<file path="src/rtl/gpms_pkg.sv">
// ============================================================================
// gpms_pkg - shared types and constants for the goal to polar move sequencer
// Fixed-point widths, CORDIC angle table, state encodings and result struct.
// ============================================================================
package gpms_pkg;

    localparam int GPMS_COORD_WIDTH  = 16;
    localparam int GPMS_CORDIC_STEPS = 16;

    // coordinates enter the CORDIC scaled by 2^GUARD_BITS
    localparam int GUARD_BITS  = 12;
    // angle accumulator in units of 2^-30 rad, wide enough for +-(pi/2 + sum atan)
    localparam int ANGLE_WIDTH = 33;
    localparam int DIST_WIDTH  = 17;
    localparam int HEAD_WIDTH  = 16;

    localparam logic [ANGLE_WIDTH-1:0] HALF_PI_Q30  = 33'd1686629713;
    localparam logic [HEAD_WIDTH-1:0]  PI_Q13       = 16'd25736;
    localparam logic [31:0]            INV_GAIN_Q32 = 32'd2608131496;

    // gain-corrected magnitude: bits [PROD_ROUND_BIT+17:PROD_ROUND_BIT] of x * INV_GAIN
    localparam int PROD_ROUND_BIT = GUARD_BITS + 31;
    localparam int PROD_BITS      = PROD_ROUND_BIT + DIST_WIDTH + 1;
    // heading: bits [ANG_ROUND_BIT+16:ANG_ROUND_BIT] of |z|
    localparam int ANG_ROUND_BIT  = 16;

    localparam logic CMD_GOAL     = 1'b0;
    localparam logic CMD_ACK      = 1'b1;
    localparam logic KIND_MOVE    = 1'b0;
    localparam logic KIND_REACHED = 1'b1;

    typedef enum logic [1:0] {
        ST_IDLE,
        ST_SOLVE,
        ST_EMIT_MOVE,
        ST_EMIT_REACH
    } gpms_state_t;

    typedef enum logic [1:0] {
        CS_IDLE,
        CS_ITER,
        CS_POST,
        CS_DONE
    } gpms_cstate_t;

    typedef struct packed {
        logic                         done;
        logic [DIST_WIDTH-1:0]        distance;
        logic signed [HEAD_WIDTH-1:0] heading;
    } gpms_polar_t;

    // arctangent of 2^-i in units of 2^-30 rad, rounded to nearest
    function automatic logic [ANGLE_WIDTH-1:0] atan_entry(input logic [4:0] i);
        logic [ANGLE_WIDTH-1:0] v;
        unique case (i)
            5'd0:    v = 33'd843314857;
            5'd1:    v = 33'd497837829;
            5'd2:    v = 33'd263043837;
            5'd3:    v = 33'd133525159;
            5'd4:    v = 33'd67021687;
            5'd5:    v = 33'd33543516;
            5'd6:    v = 33'd16775851;
            5'd7:    v = 33'd8388437;
            5'd8:    v = 33'd4194283;
            5'd9:    v = 33'd2097149;
            5'd31:   v = '0;
            default: v = ANGLE_WIDTH'(1) << (5'd30 - i);
        endcase
        return v;
    endfunction

endpackage

</file>
<file path="src/rtl/gpms_goal_if.sv">
// ============================================================================
// gpms_goal_if - goal / acknowledgement channel
// Valid-ready channel carrying a command bit, a goal point and a framing bit.
// ============================================================================
interface gpms_goal_if
    import gpms_pkg::*;
#(
    parameter int COORD_WIDTH = GPMS_COORD_WIDTH
) ();
    logic                          valid;
    logic                          ready;
    logic                          cmd;
    logic signed [COORD_WIDTH-1:0] goal_x;
    logic signed [COORD_WIDTH-1:0] goal_y;
    logic                          last;

    modport source (output valid, cmd, goal_x, goal_y, last, input ready);
    modport sink   (input valid, cmd, goal_x, goal_y, last, output ready);
endinterface

</file>
<file path="src/rtl/gpms_move_if.sv">
// ============================================================================
// gpms_move_if - move command / goal reached channel
// Valid-ready channel carrying the result kind, distance and heading.
// ============================================================================
interface gpms_move_if
    import gpms_pkg::*;
();
    logic                         valid;
    logic                         ready;
    logic                         kind;
    logic [DIST_WIDTH-1:0]        distance;
    logic signed [HEAD_WIDTH-1:0] heading;
    logic                         last_result;

    modport source (output valid, kind, distance, heading, last_result, input ready);
    modport sink   (input valid, kind, distance, heading, last_result, output ready);
endinterface

</file>
<file path="src/rtl/gpms_cordic.sv">
// ============================================================================
// gpms_cordic - bit-serial CORDIC vectoring unit
// Converts a goal point to magnitude and heading, one bit of x, y and z per
// cycle, then applies the gain correction with a serial-parallel multiply.
// ============================================================================
module gpms_cordic
    import gpms_pkg::*;
#(
    parameter int COORD_WIDTH  = GPMS_COORD_WIDTH,
    parameter int CORDIC_STEPS = GPMS_CORDIC_STEPS
) (
    input  logic                          clk,
    input  logic                          rst_n,
    input  logic                          start,
    input  logic signed [COORD_WIDTH-1:0] goal_x,
    input  logic signed [COORD_WIDTH-1:0] goal_y,
    output gpms_polar_t                   polar
);

    localparam int XW     = COORD_WIDTH + GUARD_BITS + 3;
    localparam int SW     = (XW > ANGLE_WIDTH) ? XW : ANGLE_WIDTH;
    localparam int RUN    = (SW > PROD_BITS) ? SW : PROD_BITS;
    localparam int CNT_W  = $clog2(RUN);
    localparam int SIDX_W = $clog2(SW);
    localparam int STEP_W = $clog2(CORDIC_STEPS);

    gpms_cstate_t state_reg, state_next;

    logic [CNT_W-1:0]  cnt_reg, cnt_next;
    logic [STEP_W-1:0] step_reg, step_next;

    logic [SW-1:0] xr_reg, xr_next;
    logic [SW-1:0] yr_reg, yr_next;
    logic [SW-1:0] zr_reg, zr_next;
    logic xsgn_reg, xsgn_next;
    logic ysgn_reg, ysgn_next;
    logic zsgn_reg, zsgn_next;
    logic yzero_reg, yzero_next;
    logic yacc_reg, yacc_next;
    logic cx_reg, cx_next;
    logic cy_reg, cy_next;
    logic cz_reg, cz_next;
    logic ca_reg, ca_next;
    logic pi_reg, pi_next;
    logic [31:0]           acc_reg, acc_next;
    logic [DIST_WIDTH:0]   prod_reg, prod_next;
    logic [HEAD_WIDTH:0]   ang_reg, ang_next;

    // load values
    logic signed [COORD_WIDTH:0] gxe, gye, vx, vy;
    logic [SW-1:0]               x_init, y_init, z_init;

    // serial datapath
    logic              first, last_bit, in_range, ypos, yneg;
    logic [SIDX_W-1:0] sidx;
    logic [SW-1:0]     atan_ext;
    logic              xs, ys, ab, opx, opy, opz, cx_in, cy_in, cz_in;
    logic              nx, ny, nz, yor;
    logic              ubit, nb, azb, ca_in;
    logic [31:0]       acc_in, addend;
    logic [32:0]       psum;

    // result
    logic [HEAD_WIDTH:0]   hsum;
    logic [HEAD_WIDTH-1:0] hmag;

    always_comb
    begin
        gxe = {goal_x[COORD_WIDTH-1], goal_x};
        gye = {goal_y[COORD_WIDTH-1], goal_y};
        // turn a vector in the left half plane by +-pi/2 first
        if (gxe < 0)
        begin
            if (gye >= 0)
            begin
                vx     = gye;
                vy     = -gxe;
                z_init = HALF_PI_Q30 & {ANGLE_WIDTH{1'b1}} ;
            end
            else
            begin
                vx     = -gye;
                vy     = gxe;
                z_init = SW'(-$signed({1'b0, HALF_PI_Q30}));
            end
        end
        else
        begin
            vx     = gxe;
            vy     = gye;
            z_init = '0;
        end
        x_init = SW'(vx) << GUARD_BITS;
        y_init = SW'(vy) << GUARD_BITS;
    end

    always_comb
    begin
        first    = (cnt_reg == '0);
        last_bit = (cnt_reg == CNT_W'(SW - 1));
        in_range = (int'(cnt_reg) + int'(step_reg)) < SW;
        ypos     = !ysgn_reg && !yzero_reg;
        yneg     = ysgn_reg;
        sidx     = SIDX_W'(step_reg);
        atan_ext = SW'(atan_entry(5'(step_reg)));

        // arithmetic shift by step: past the top, repeat the sign
        xs = in_range ? xr_reg[sidx] : xsgn_reg;
        ys = in_range ? yr_reg[sidx] : ysgn_reg;
        ab = atan_ext[cnt_reg[SIDX_W-1:0]];

        // subtraction as add of the inverted operand with carry in
        opx   = yneg ? ~ys : ys;
        opy   = ypos ? ~xs : xs;
        opz   = yneg ? ~ab : ab;
        cx_in = first ? yneg : cx_reg;
        cy_in = first ? ypos : cy_reg;
        cz_in = first ? yneg : cz_reg;

        if (yzero_reg)
        begin
            nx = xr_reg[0];
            ny = yr_reg[0];
            nz = zr_reg[0];
        end
        else
        begin
            nx = xr_reg[0] ^ opx ^ cx_in;
            ny = yr_reg[0] ^ opy ^ cy_in;
            nz = zr_reg[0] ^ opz ^ cz_in;
        end
        yor = (first ? 1'b0 : yacc_reg) | ny;

        // post pass: |z| by serial negation, x * gain by serial-parallel multiply
        ubit   = xr_reg[0] & !xsgn_reg;
        acc_in = first ? '0 : acc_reg;
        addend = ubit ? INV_GAIN_Q32 : '0;
        psum   = {1'b0, acc_in} + {1'b0, addend};
        ca_in  = first ? zsgn_reg : ca_reg;
        nb     = zr_reg[0] ^ zsgn_reg;
        azb    = nb ^ ca_in;
    end

    always_comb
    begin
        state_next = state_reg;
        cnt_next   = cnt_reg;
        step_next  = step_reg;
        xr_next    = xr_reg;
        yr_next    = yr_reg;
        zr_next    = zr_reg;
        xsgn_next  = xsgn_reg;
        ysgn_next  = ysgn_reg;
        zsgn_next  = zsgn_reg;
        yzero_next = yzero_reg;
        yacc_next  = yacc_reg;
        cx_next    = cx_reg;
        cy_next    = cy_reg;
        cz_next    = cz_reg;
        ca_next    = ca_reg;
        pi_next    = pi_reg;
        acc_next   = acc_reg;
        prod_next  = prod_reg;
        ang_next   = ang_reg;

        unique case (state_reg)
            CS_IDLE:
            begin
                if (start)
                begin
                    xr_next    = x_init;
                    yr_next    = y_init;
                    zr_next    = z_init;
                    xsgn_next  = x_init[SW-1];
                    ysgn_next  = y_init[SW-1];
                    zsgn_next  = z_init[SW-1];
                    yzero_next = (vy == '0);
                    pi_next    = (gye == '0) && (gxe < 0);
                    cnt_next   = '0;
                    step_next  = '0;
                    state_next = CS_ITER;
                end
            end
            CS_ITER:
            begin
                xr_next   = {nx, xr_reg[SW-1:1]};
                yr_next   = {ny, yr_reg[SW-1:1]};
                zr_next   = {nz, zr_reg[SW-1:1]};
                cx_next   = (xr_reg[0] & opx) | (cx_in & (xr_reg[0] ^ opx));
                cy_next   = (yr_reg[0] & opy) | (cy_in & (yr_reg[0] ^ opy));
                cz_next   = (zr_reg[0] & opz) | (cz_in & (zr_reg[0] ^ opz));
                yacc_next = yor;
                if (last_bit)
                begin
                    xsgn_next  = nx;
                    ysgn_next  = ny;
                    zsgn_next  = nz;
                    yzero_next = !yor;
                    cnt_next   = '0;
                    if (step_reg == STEP_W'(CORDIC_STEPS - 1))
                    begin
                        state_next = CS_POST;
                    end
                    else
                    begin
                        step_next = step_reg + 1'b1;
                    end
                end
                else
                begin
                    cnt_next = cnt_reg + 1'b1;
                end
            end
            CS_POST:
            begin
                xr_next  = {1'b0, xr_reg[SW-1:1]};
                zr_next  = {zsgn_reg, zr_reg[SW-1:1]};
                acc_next = psum[32:1];
                ca_next  = nb & ca_in;
                if ((cnt_reg >= CNT_W'(PROD_ROUND_BIT))
                    && (cnt_reg < CNT_W'(PROD_ROUND_BIT + DIST_WIDTH + 1)))
                begin
                    prod_next = {psum[0], prod_reg[DIST_WIDTH:1]};
                end
                if ((cnt_reg >= CNT_W'(ANG_ROUND_BIT))
                    && (cnt_reg < CNT_W'(ANG_ROUND_BIT + HEAD_WIDTH + 1)))
                begin
                    ang_next = {azb, ang_reg[HEAD_WIDTH:1]};
                end
                if (cnt_reg == CNT_W'(PROD_BITS - 1))
                begin
                    state_next = CS_DONE;
                end
                else
                begin
                    cnt_next = cnt_reg + 1'b1;
                end
            end
            CS_DONE:
            begin
                state_next = CS_IDLE;
            end
            default:
            begin
                state_next = CS_IDLE;
            end
        endcase
    end

    always_ff @(posedge clk or negedge rst_n)
    begin
        if (!rst_n)
        begin
            state_reg <= CS_IDLE;
        end
        else
        begin
            state_reg <= state_next;
        end
    end

    always_ff @(posedge clk)
    begin
        cnt_reg   <= cnt_next;
        step_reg  <= step_next;
        xr_reg    <= xr_next;
        yr_reg    <= yr_next;
        zr_reg    <= zr_next;
        xsgn_reg  <= xsgn_next;
        ysgn_reg  <= ysgn_next;
        zsgn_reg  <= zsgn_next;
        yzero_reg <= yzero_next;
        yacc_reg  <= yacc_next;
        cx_reg    <= cx_next;
        cy_reg    <= cy_next;
        cz_reg    <= cz_next;
        ca_reg    <= ca_next;
        pi_reg    <= pi_next;
        acc_reg   <= acc_next;
        prod_reg  <= prod_next;
        ang_reg   <= ang_next;
    end

    // round half away from zero, saturate at pi, restore the sign
    always_comb
    begin
        hsum = {1'b0, ang_reg[HEAD_WIDTH:1]} + {{HEAD_WIDTH{1'b0}}, ang_reg[0]};
        hmag = (hsum > {1'b0, PI_Q13}) ? PI_Q13 : hsum[HEAD_WIDTH-1:0];

        polar.done     = (state_reg == CS_DONE);
        polar.distance = prod_reg[DIST_WIDTH:1]
                         + {{(DIST_WIDTH-1){1'b0}}, prod_reg[0]};
        if (pi_reg)
        begin
            polar.heading = PI_Q13;
        end
        else
        begin
            polar.heading = zsgn_reg ? -hmag : hmag;
        end
    end

    a_start_when_idle: assert property (@(posedge clk) disable iff (!rst_n)
        start |-> (state_reg == CS_IDLE))
        else $error("cordic started while a conversion is running");

    a_done_single: assert property (@(posedge clk) disable iff (!rst_n)
        polar.done |=> !polar.done)
        else $error("cordic done held for more than one cycle");

    a_step_bound: assert property (@(posedge clk) disable iff (!rst_n)
        (state_reg == CS_ITER) |-> (cnt_reg < CNT_W'(SW)))
        else $error("cordic bit counter ran past the word");

endmodule

</file>
<file path="src/rtl/goal_to_polar_move_sequencer.sv">
// ============================================================================
// goal_to_polar_move_sequencer - goal point to polar move command sequencer
// Turns goal points into move commands (distance, heading) and pairs them
// with movement-done acknowledgements to issue goal reached notices.
// ============================================================================
//
//  channel  dir  handshake      payload
//  -------  ---  -------------  ----------------------------------------------
//  goal     in   valid / ready  cmd, goal_x, goal_y, last
//  move     out  valid / ready  kind, distance, heading, last_result
//
//  A nonzero goal taken while idle starts the CORDIC, whose serial words are
//  SW = max(COORD_WIDTH + 15, 33) bits wide: each CORDIC step moves x, y and
//  the angle through the bit-serial adders one bit a cycle, then the gain
//  correction runs as a serial-parallel multiply.
//  Acknowledgements that end no move and dropped goals leave the sequencer idle;
//  a zero goal, an acknowledgement that ends a move and a move with a pending
//  acknowledgement pass on to the state that loads goal reached.
//  Reset clears the sequencer and the CORDIC control; there is no sweep.
//  Results sit in an output register; a full register with move.ready low
//  holds the emit states, and goal.ready is high only while idle.
//
module goal_to_polar_move_sequencer
    import gpms_pkg::*;
#(
    parameter int COORD_WIDTH  = GPMS_COORD_WIDTH,
    parameter int CORDIC_STEPS = GPMS_CORDIC_STEPS
) (
    input  logic       clk,
    input  logic       rst_n,
    gpms_goal_if.sink  goal,
    gpms_move_if.source move
);

    gpms_state_t state_reg, state_next;
    logic busy_reg, busy_next;
    logic ack_pending_reg, ack_pending_next;

    logic                         out_valid_reg, out_valid_next;
    logic                         kind_reg, kind_next;
    logic [DIST_WIDTH-1:0]        dist_reg, dist_next;
    logic signed [HEAD_WIDTH-1:0] head_reg, head_next;
    logic                         last_reg, last_next;

    logic        accept, goal_zero, out_free, load_out, start;
    gpms_polar_t polar;

    gpms_cordic #(
        .COORD_WIDTH  (COORD_WIDTH),
        .CORDIC_STEPS (CORDIC_STEPS)
    ) u_cordic (
        .clk    (clk),
        .rst_n  (rst_n),
        .start  (start),
        .goal_x (goal.goal_x),
        .goal_y (goal.goal_y),
        .polar  (polar)
    );

    assign goal.ready       = (state_reg == ST_IDLE);
    assign accept           = goal.valid && goal.ready;
    assign goal_zero        = (goal.goal_x == '0) && (goal.goal_y == '0);
    assign out_free         = !out_valid_reg || move.ready;

    assign move.valid       = out_valid_reg;
    assign move.kind        = kind_reg;
    assign move.distance    = dist_reg;
    assign move.heading     = head_reg;
    assign move.last_result = last_reg;

    always_comb
    begin
        state_next       = state_reg;
        busy_next        = busy_reg;
        ack_pending_next = ack_pending_reg;
        start            = 1'b0;
        load_out         = 1'b0;
        kind_next        = kind_reg;
        dist_next        = dist_reg;
        head_next        = head_reg;
        last_next        = last_reg;

        unique case (state_reg)
            ST_IDLE:
            begin
                if (accept)
                begin
                    if (goal.cmd == CMD_ACK)
                    begin
                        if (busy_reg)
                        begin
                            busy_next        = 1'b0;
                            ack_pending_next = 1'b0;
                            state_next       = ST_EMIT_REACH;
                        end
                        else
                        begin
                            ack_pending_next = 1'b1;
                        end
                    end
                    else if (!busy_reg)
                    begin
                        // drop goals while a move is under way
                        if (goal_zero)
                        begin
                            state_next = ST_EMIT_REACH;
                        end
                        else
                        begin
                            start      = 1'b1;
                            state_next = ST_SOLVE;
                        end
                    end
                end
            end
            ST_SOLVE:
            begin
                if (polar.done)
                begin
                    state_next = ST_EMIT_MOVE;
                end
            end
            ST_EMIT_MOVE:
            begin
                if (out_free)
                begin
                    load_out  = 1'b1;
                    kind_next = KIND_MOVE;
                    dist_next = polar.distance;
                    head_next = polar.heading;
                    last_next = !ack_pending_reg;
                    if (ack_pending_reg)
                    begin
                        // the move is already acknowledged: goal reached is the next result
                        ack_pending_next = 1'b0;
                        state_next       = ST_EMIT_REACH;
                    end
                    else
                    begin
                        busy_next  = 1'b1;
                        state_next = ST_IDLE;
                    end
                end
            end
            ST_EMIT_REACH:
            begin
                if (out_free)
                begin
                    load_out   = 1'b1;
                    kind_next  = KIND_REACHED;
                    dist_next  = '0;
                    head_next  = '0;
                    last_next  = 1'b1;
                    state_next = ST_IDLE;
                end
            end
            default:
            begin
                state_next = ST_IDLE;
            end
        endcase

        if (load_out)
        begin
            out_valid_next = 1'b1;
        end
        else if (move.ready)
        begin
            out_valid_next = 1'b0;
        end
        else
        begin
            out_valid_next = out_valid_reg;
        end
    end

    always_ff @(posedge clk or negedge rst_n)
    begin
        if (!rst_n)
        begin
            state_reg       <= ST_IDLE;
            busy_reg        <= 1'b0;
            ack_pending_reg <= 1'b0;
            out_valid_reg   <= 1'b0;
        end
        else
        begin
            state_reg       <= state_next;
            busy_reg        <= busy_next;
            ack_pending_reg <= ack_pending_next;
            out_valid_reg   <= out_valid_next;
        end
    end

    always_ff @(posedge clk)
    begin
        kind_reg <= kind_next;
        dist_reg <= dist_next;
        head_reg <= head_next;
        last_reg <= last_next;
    end

    a_done_in_solve: assert property (@(posedge clk) disable iff (!rst_n)
        polar.done |-> (state_reg == ST_SOLVE))
        else $error("cordic result arrived outside a conversion");

    a_busy_ack_exclusive: assert property (@(posedge clk) disable iff (!rst_n)
        !(busy_reg && ack_pending_reg))
        else $error("busy and pending acknowledgement set together");

    a_reach_follows_move: assert property (@(posedge clk) disable iff (!rst_n)
        (state_reg == ST_EMIT_MOVE && out_free && ack_pending_reg)
        |=> (state_reg == ST_EMIT_REACH && !busy_reg))
        else $error("pending acknowledgement did not produce goal reached");

endmodule
</file>
<file path="src/flat_wrapper.sv">
// flat-port wrapper written by rule: the top's interface ports become plain ports
module goal_to_polar_move_sequencer_flat import gpms_pkg::*;
#(
    parameter int COORD_WIDTH  = GPMS_COORD_WIDTH,
    parameter int CORDIC_STEPS = GPMS_CORDIC_STEPS
)
  (clk, rst_n, goal_valid, goal_cmd, goal_goal_x, goal_goal_y, goal_last, goal_ready, move_valid, move_kind, move_distance, move_heading, move_last_result, move_ready);
  gpms_goal_if #(.COORD_WIDTH(COORD_WIDTH)) goal_i ();
  gpms_move_if move_i ();
  input  logic clk;
  input  logic rst_n;
  input wire logic [$bits(goal_i.valid)-1:0] goal_valid;
  input wire logic [$bits(goal_i.cmd)-1:0] goal_cmd;
  input wire logic [$bits(goal_i.goal_x)-1:0] goal_goal_x;
  input wire logic [$bits(goal_i.goal_y)-1:0] goal_goal_y;
  input wire logic [$bits(goal_i.last)-1:0] goal_last;
  output wire logic [$bits(goal_i.ready)-1:0] goal_ready;
  output wire logic [$bits(move_i.valid)-1:0] move_valid;
  output wire logic [$bits(move_i.kind)-1:0] move_kind;
  output wire logic [$bits(move_i.distance)-1:0] move_distance;
  output wire logic [$bits(move_i.heading)-1:0] move_heading;
  output wire logic [$bits(move_i.last_result)-1:0] move_last_result;
  input wire logic [$bits(move_i.ready)-1:0] move_ready;
  assign goal_i.valid = goal_valid;
  assign goal_i.cmd = goal_cmd;
  assign goal_i.goal_x = goal_goal_x;
  assign goal_i.goal_y = goal_goal_y;
  assign goal_i.last = goal_last;
  assign goal_ready = goal_i.ready;
  assign move_valid = move_i.valid;
  assign move_kind = move_i.kind;
  assign move_distance = move_i.distance;
  assign move_heading = move_i.heading;
  assign move_last_result = move_i.last_result;
  assign move_i.ready = move_ready;
  goal_to_polar_move_sequencer #(.COORD_WIDTH(COORD_WIDTH), .CORDIC_STEPS(CORDIC_STEPS)) u_core (.clk(clk), .rst_n(rst_n), .goal(goal_i), .move(move_i));
endmodule
</file>
<file path="config.mk">
export PLATFORM = sky130hd
export DESIGN_NAME = goal_to_polar_move_sequencer_flat
export DESIGN_NICKNAME = d
export VERILOG_FILES = /design/src/rtl/gpms_pkg.sv /design/src/rtl/gpms_goal_if.sv /design/src/rtl/gpms_move_if.sv /design/src/rtl/gpms_cordic.sv /design/src/rtl/goal_to_polar_move_sequencer.sv /design/src/flat_wrapper.sv
export SDC_FILE = /design/constraint.sdc
export NUM_CORES = 1
export LEC_CHECK = 0
export BUFFER_PORTS_ARGS = -buffer_cell sky130_fd_sc_hd__buf_4
export CAP_MARGIN = 0
export CORE_MARGIN = 3
export CORE_UTILIZATION = 49
export DETAILED_ROUTE_END_ITERATION = 8
export PLACE_DENSITY = 0.77
export SKIP_LAST_GASP = 1
export SLEW_MARGIN = 20
export SYNTH_ARGS = -nofsm -noshare
export SYNTH_HDL_FRONTEND = slang
export SYNTH_SLANG_ARGS = --single-unit
</file>
<file path="constraint.sdc">
create_clock -name clk -period 8.5 [get_ports clk]
set_input_delay 1.275 -clock clk [delete_from_list [all_inputs] [get_ports clk]]
set_output_delay 1.275 -clock clk [all_outputs]
set_load 0.02 [all_outputs]
</file>
[Word-level counts from Yosys, hierarchy flattened]
Cells that the tools add are included.
Word-level totals
  register bits after elaboration: 228
  bits of input ports: 38
  output and inout bits: 37
  logic and storage cells: 244
Operators by class
  $add $sub $neg: 10
  $lt $le $gt $ge: 10
  eq/ne operators: 32
  shifts and indexed selects: 1
  mux-type cells: 101
  bitwise operators: 23
  reduce and logical (&&, ||, !) cells: 40
Operators with widths (count)
  $pmux 33 s10: 1
  $pmux 33 s3: 2
  $mux 33: 5
  $mux 17: 6
  $mux 16: 5
  $pmux 33 s2: 1
  $mux 32: 2
  $mux 1: 43
  $logic_not 17->1: 2
  $neg 16->17: 2
  $pmux 17 s2: 1
  $add 32x32->33: 1
  $shl 1x5->33 const A: 1
  $logic_not 16->1: 2
  $pmux 16 s2: 1
  $mux 2: 13
  $mux 6: 3
  $pmux 6 s3: 1
  $add 16x1->17: 1
  $add 17x1->17: 1
  $gt 17x15->1 const B: 1
  $eq 4x3->1 const B: 4
  $ge 16x1->1 const B: 1
  $lt 16x1->1 const B: 1
  44 further kinds: 116

[Logic depth before layout (Yosys ltp)]
  word-level depth: 12
  gate-level depth with buffers: 19
  depth with buffers taken out: 16

[By module]
Synthesis repeated with hierarchy kept, for this count alone.
Second synthesis, totals
  cell total of the unflattened synthesis: 1369
  area total of the unflattened synthesis: 14361.3 um^2
Modules (own cells, without submodules)
  gpms_cordic: instances 1, cells an instance 1249, area each 12697.2 um^2, sequential area each 5635.4 um^2
  goal_to_polar_move_sequencer: instances 1, cells an instance 120, area each 1664.1 um^2, sequential area each 1176.1 um^2

[Worst setup path after synthesis]
OpenSTA, ideal clock, no wires.
  kind: in2reg
  start: input goal_goal_x[0]
  end: register u_core.u_cordic.cnt_reg[0], enable pin
  setup time: 0.321 ns
  arrival: 5.933 ns
  data required time: 8.179 ns
  slack: 2.247 ns
  cell stages on the path: 10
  path buffers: 0
  path through: inv_1 -> ha_1 -> nor2b_1 -> and4b_1 -> nand3_1 -> o21ai_2 -> or3b_2 -> and2_4 -> nor2_1 -> o21a_1
On the way
  word-level cells in the longest chain between the ends: 9
Ends and longest elaborated chain
  start, declared: RTL line flat_wrapper.sv:14  | input wire logic [$bits(goal_i.goal_x)-1:0] goal_goal_x;
  $logic_not 16->1: RTL line goal_to_polar_move_sequencer.sv:62  | assign goal_zero = (goal.goal_x == '0) && (goal.goal_y == '0);
  $logic_and 1x1->1: RTL line goal_to_polar_move_sequencer.sv:62
  $mux 1: RTL line goal_to_polar_move_sequencer.sv:104  | if (goal_zero)
  $mux 1: RTL line goal_to_polar_move_sequencer.sv:101  | else if (!busy_reg)
  $mux 1: RTL line goal_to_polar_move_sequencer.sv:88  | if (goal.cmd == CMD_ACK)
  $mux 1: RTL line goal_to_polar_move_sequencer.sv:86  | if (accept)
  $mux 1: RTL line goal_to_polar_move_sequencer.sv:83  | unique case (state_reg)
  $ne 2x1->1 (no line)
  $reduce_and 3->1 (no line)
  end signal, assigned: RTL line gpms_cordic.sv:264  | cnt_reg <= cnt_next;
  end, declared: RTL line gpms_cordic.sv:29  | logic [CNT_W-1:0] cnt_reg, cnt_next;
No other way between the ends.
A chain may end at the register's enable or synchronous reset.

[Final worst setup path]
  start: register u_core.u_cordic.step_reg[0]
  end: register u_core.u_cordic.zr_reg[32] (data pin)
On the way
  word-level cells in the longest chain between the ends: 11
  elaborated cells on any way between the ends: 21
  classes of those cells: add/sub (1); eq/ne (9); shift (1); mux (6); bitwise (3); reduce/logical (1)
Ends and longest elaborated chain
  start, declared: RTL line gpms_cordic.sv:30  | logic [STEP_W-1:0] step_reg, step_next;
  start signal, assigned: RTL line gpms_cordic.sv:265  | step_reg <= step_next;
  $sub 5x4->5: RTL line gpms_pkg.sv:67  | default: v = ANGLE_WIDTH'(1) << (5'd30 - i);
  $shl 1x5->33: RTL line gpms_pkg.sv:67
  $pmux 33 s10 (*): RTL line gpms_pkg.sv:55  | unique case (i)
  $bmux 1 s6 (*): RTL line gpms_cordic.sv:110  | ab = atan_ext[cnt_reg[SIDX_W-1:0]];
  $mux 1 (not written as such) (*): RTL line gpms_cordic.sv:110
  $not 1->1: RTL line gpms_cordic.sv:115  | opz = yneg ? ~ab : ab;
  $mux 1 (*): RTL line gpms_cordic.sv:115
  $xor 1x1->1 (*) (2 in a row): RTL line gpms_cordic.sv:130  | nz = zr_reg[0] ^ opz ^ cz_in;
  $mux 1 (*): RTL line gpms_cordic.sv:120  | if (yzero_reg)
  $pmux 33 s3 (*): RTL line gpms_cordic.sv:166  | unique case (state_reg)
  via u_core.u_cordic.zr_next[32]: RTL line gpms_cordic.sv:34  | logic [SW-1:0] zr_reg, zr_next;
  end signal, assigned: RTL line gpms_cordic.sv:268  | zr_reg <= zr_next;
  end, declared: RTL line gpms_cordic.sv:34
Mark *: on every way through the listed nets, which the timed path passes. The rest lies on a longest branch. The select of a mux whose other input is x is not followed.

==> impl_results.md <==
* Post-CTS sizing at 0
* CORE AREA at 27900 um^2
* Fin crit share at 63.8%
* Worst setup SP type: register
* Most common cell after layout, fill and taps aside: edfxtp_1
* Synth warnings at 0
* Syn Inst Count at about 1300
* R2R setup slack at 3.08 ns
* Pwr Density at 378 nW/um^2
* Setup ws final at 3.08 ns
* Site Rows at 61
* Ys flop type: edfxtp_1
* Initial core utilization at about half
* # Max-Cap Violations at 0
* Clock Latency Late Sink at 0.52 ns
* Post-synthesis mux area share at 3.77%
* Max-slew violations at 0
* GR Util All Layers at 19.7%
* WS Path Type: register to register
* DRC at 0
* Worst reg2reg path depth at 15
* Port buffer count at 73
* Inserted Diodes at 0
* Overall Power at 5.90 mW
* Crit. End Element: register
* Avg Cell Area, Syn at 10.4 um^2
* CTS Buffer Depth at 3
* Post-CTS Setup Bufs at 0
* Routed vias at 10600
* # IOs at 75
* Share of cells above drive strength 1 at 12.7%
* Fmax achieved at 184 MHz
* Clock Skews at roughly 0.013 ns
* Hold Crit Class: register to register
* Simple logic cell fraction of the synthesized area at 17.5%
* R2r endpoint: u_core.u_cordic.zr_reg[32]$_DFFE_PP_
* Outcome: finished, final reports clean
* H-tree levels at 1
* CP arrival at 5.68 ns
* Largest family of logic cells by synthesized area: simple AND/OR/NAND/NOR gates
* Largest net degree at the start of global routing at 68
* Total length of routed wires at between 30000 and 40000 um
* CTS Root Cell: clkbuf_16
* FF-to-FF Start: u_core.u_cordic.step_reg[0]$_SDFFCE_PN0P_
* Die width at ~170 um
* Adder-cell share of the synthesized area at 4.60%
* VDD IR max at about 0.32 mV
* Net Count, Synth at about 1400
* Rel. slew slack at 34.5%
* CTS tree: built
* Initial antenna violation count at 0
* EDFF count, synth at approximately 220
* CTS Hold Bufs at 0
* Dpl hpwl at 20900 um
* First-pass GRT wire length at between 50000 and 60000 um
* Final Hold Viols at 0
* Part of the Yosys area used for sequential elements at 48.7%
* Pleak at slightly below 6 nW
* Initial DRC count at 915
* Synth cell types at 91
* Die area at 30600 um^2
* Post-route ant nets at 0
* Clock Sinks at 228
* Pre-CTS WS at 3.23 ns
* Worst hold path startpoint: u_core.u_cordic.prod_reg[1]$_DFFE_PP_
* Post-Synthesis Cell Area at 14000 um^2
* Yosys reg bits at 228
* Worst slew pin tran at 0.958 ns
* Area growth syn-to-layout at 11.6%
* CTS buffer count at 25
* Final setup vio count at 0
* Most frequent cells in the layout: edfxtp_1, nor2_1, nand2_1
* DR pass1 iterations at 5
* Post-route minimum period at 5.42 ns
* Final core area utilization at between 50% and 60%
* Drt wl/cell at ~17 um
* Congestion Overflow GR at 0
* Die height at 175 um
* Synth Area in Compound Gates at 16.2%
* Number of global-route vias before repair at 10200
* Asr flop ratio synth at approximately 3%
* DR vias/cell at between 5 and 6
* Hold Crit Endpoint: u_core.u_cordic.prod_reg[0]$_DFFE_PP_
* Clock transition at the registers of the reported paths at 0.06 ns
* RSZ-0062 raised after global routing: false
* TNS Setup at 0 ns
* Largest fanout on the critical path at 19
* Final nets at ~1500
* Synth Area in XOR/XNOR at 6.00%
* WP data required at 8.76 ns
* WHS at 0.457 ns
* GP Congestion at ~0.89
* Hold Crit Depth at 0
## power by group
part           total, mW  leakage, nW  switching, mW  internal [mW]
registers           2.26         2.22          0.285           1.97
logic               2.62         3.29           1.60           1.01
clock network       1.02        0.378          0.423          0.601
## per-stage QoR
| step | instance area [um^2] | cells |
|---|---|---|
| finish | 15600 | 1776 |
| global route | 15600 | 1776 |
| CTS | 15600 | 1776 |
| detailed placement | 14800 | 1731 |
| global placement | 14800 | 1731 |
| floorplan | 14000 | 1347 |
## worst max-delay path by stage
stage,from,to,slack (ns),cells past startpoint
global route,u_core.u_cordic.step_reg[0]$_SDFFCE_PN0P_,u_core.u_cordic.zr_reg[32]$_DFFE_PP_,2.86,15
CTS,u_core.u_cordic.step_reg[0]$_SDFFCE_PN0P_,u_core.u_cordic.zr_reg[32]$_DFFE_PP_,3.17,15
global placement,u_core.u_cordic.step_reg[0]$_SDFFCE_PN0P_,u_core.u_cordic.zr_reg[32]$_DFFE_PP_,3.24,15
detailed placement,u_core.u_cordic.step_reg[0]$_SDFFCE_PN0P_,u_core.u_cordic.zr_reg[32]$_DFFE_PP_,3.23,15
floorplan,goal_goal_x[0],u_core.u_cordic.cnt_reg[0]$_DFFE_PP_,2.25,10
finish,u_core.u_cordic.step_reg[0]$_SDFFCE_PN0P_,u_core.u_cordic.zr_reg[32]$_DFFE_PP_,3.08,15
## cells in the mapped netlist (6+ instances only)
cell	n	area (um^2)
or3_1	11	68.8
clkbuf_1	61	229
mux4_2	11	248
nand2b_1	16	100
a41oi_1	6	52.6
buf_2	6	30.0
a221oi_1	9	78.8
o31ai_1	12	90.1
nor3_1	29	145
buf_1	10	37.5
nand3_1	40	200
ha_1	45	563
xnor2_1	47	412
and4_1	9	78.8
a21o_1	44	330
or2_2	6	37.5
o211ai_1	10	75.1
nand2_1	109	409
and3_1	14	87.6
and2_1	59	369
mux2i_1	13	130
nor2_1	123	462
dfrtp_1	7	175
xor2_1	47	412
inv_1	30	113
nand4_1	14	87.6
nor2b_1	14	87.6
mux2_2	11	124
a21oi_1	79	395
a31oi_1	18	113
o21ai_0	80	400
a211oi_1	10	75.1
edfxtp_1	221	6640
o221ai_1	6	52.6
## cell families after synthesis
kind of cell	after synthesis
adder cells (fa/ha/maj)	49
AO/OA/AOI/OAI	344
AND/OR/NAND/NOR	479
XOR/XNOR	95
multiplexers	37
flip-flops	228
buffers and inverters	115
## worst max-delay path: stages (launching register included)
cell       delay, ns
edfxtp_1        0.90
inv_1           0.23
ha_1            0.48
nor4_1          0.52
a21oi_1         0.30
a221oi_1        0.55
a21oi_1         0.09
o2111ai_1       0.21
nand4_1         0.11
a221oi_1        0.53
xor2_1          0.17
fa_1            0.53
o21ai_0         0.07
nand2_1         0.10
o21ai_0         0.15
a21o_1          0.22
## per-layer routing
layer	GRT usage [%]	up-vias	wire [um]
met4	5.19	0	577
met1	27.1	5102	13700
li1	-	5091	-
met3	2.74	51	1850
met5	0	-	0
met2	33.0	363	14700
## layout make-up
cell class | instances | area (um^2)
multi-input combinational | 1004 | 6780
inverter | 33 | 124
fill | 2405 | 12300
tap | 378 | 473
timing repair buffer | 88 | 661
clock buffer | 31 | 648
sequential | 228 | 6810
clock inverter | 14 | 125
Power figures use the tool's default switching activity.
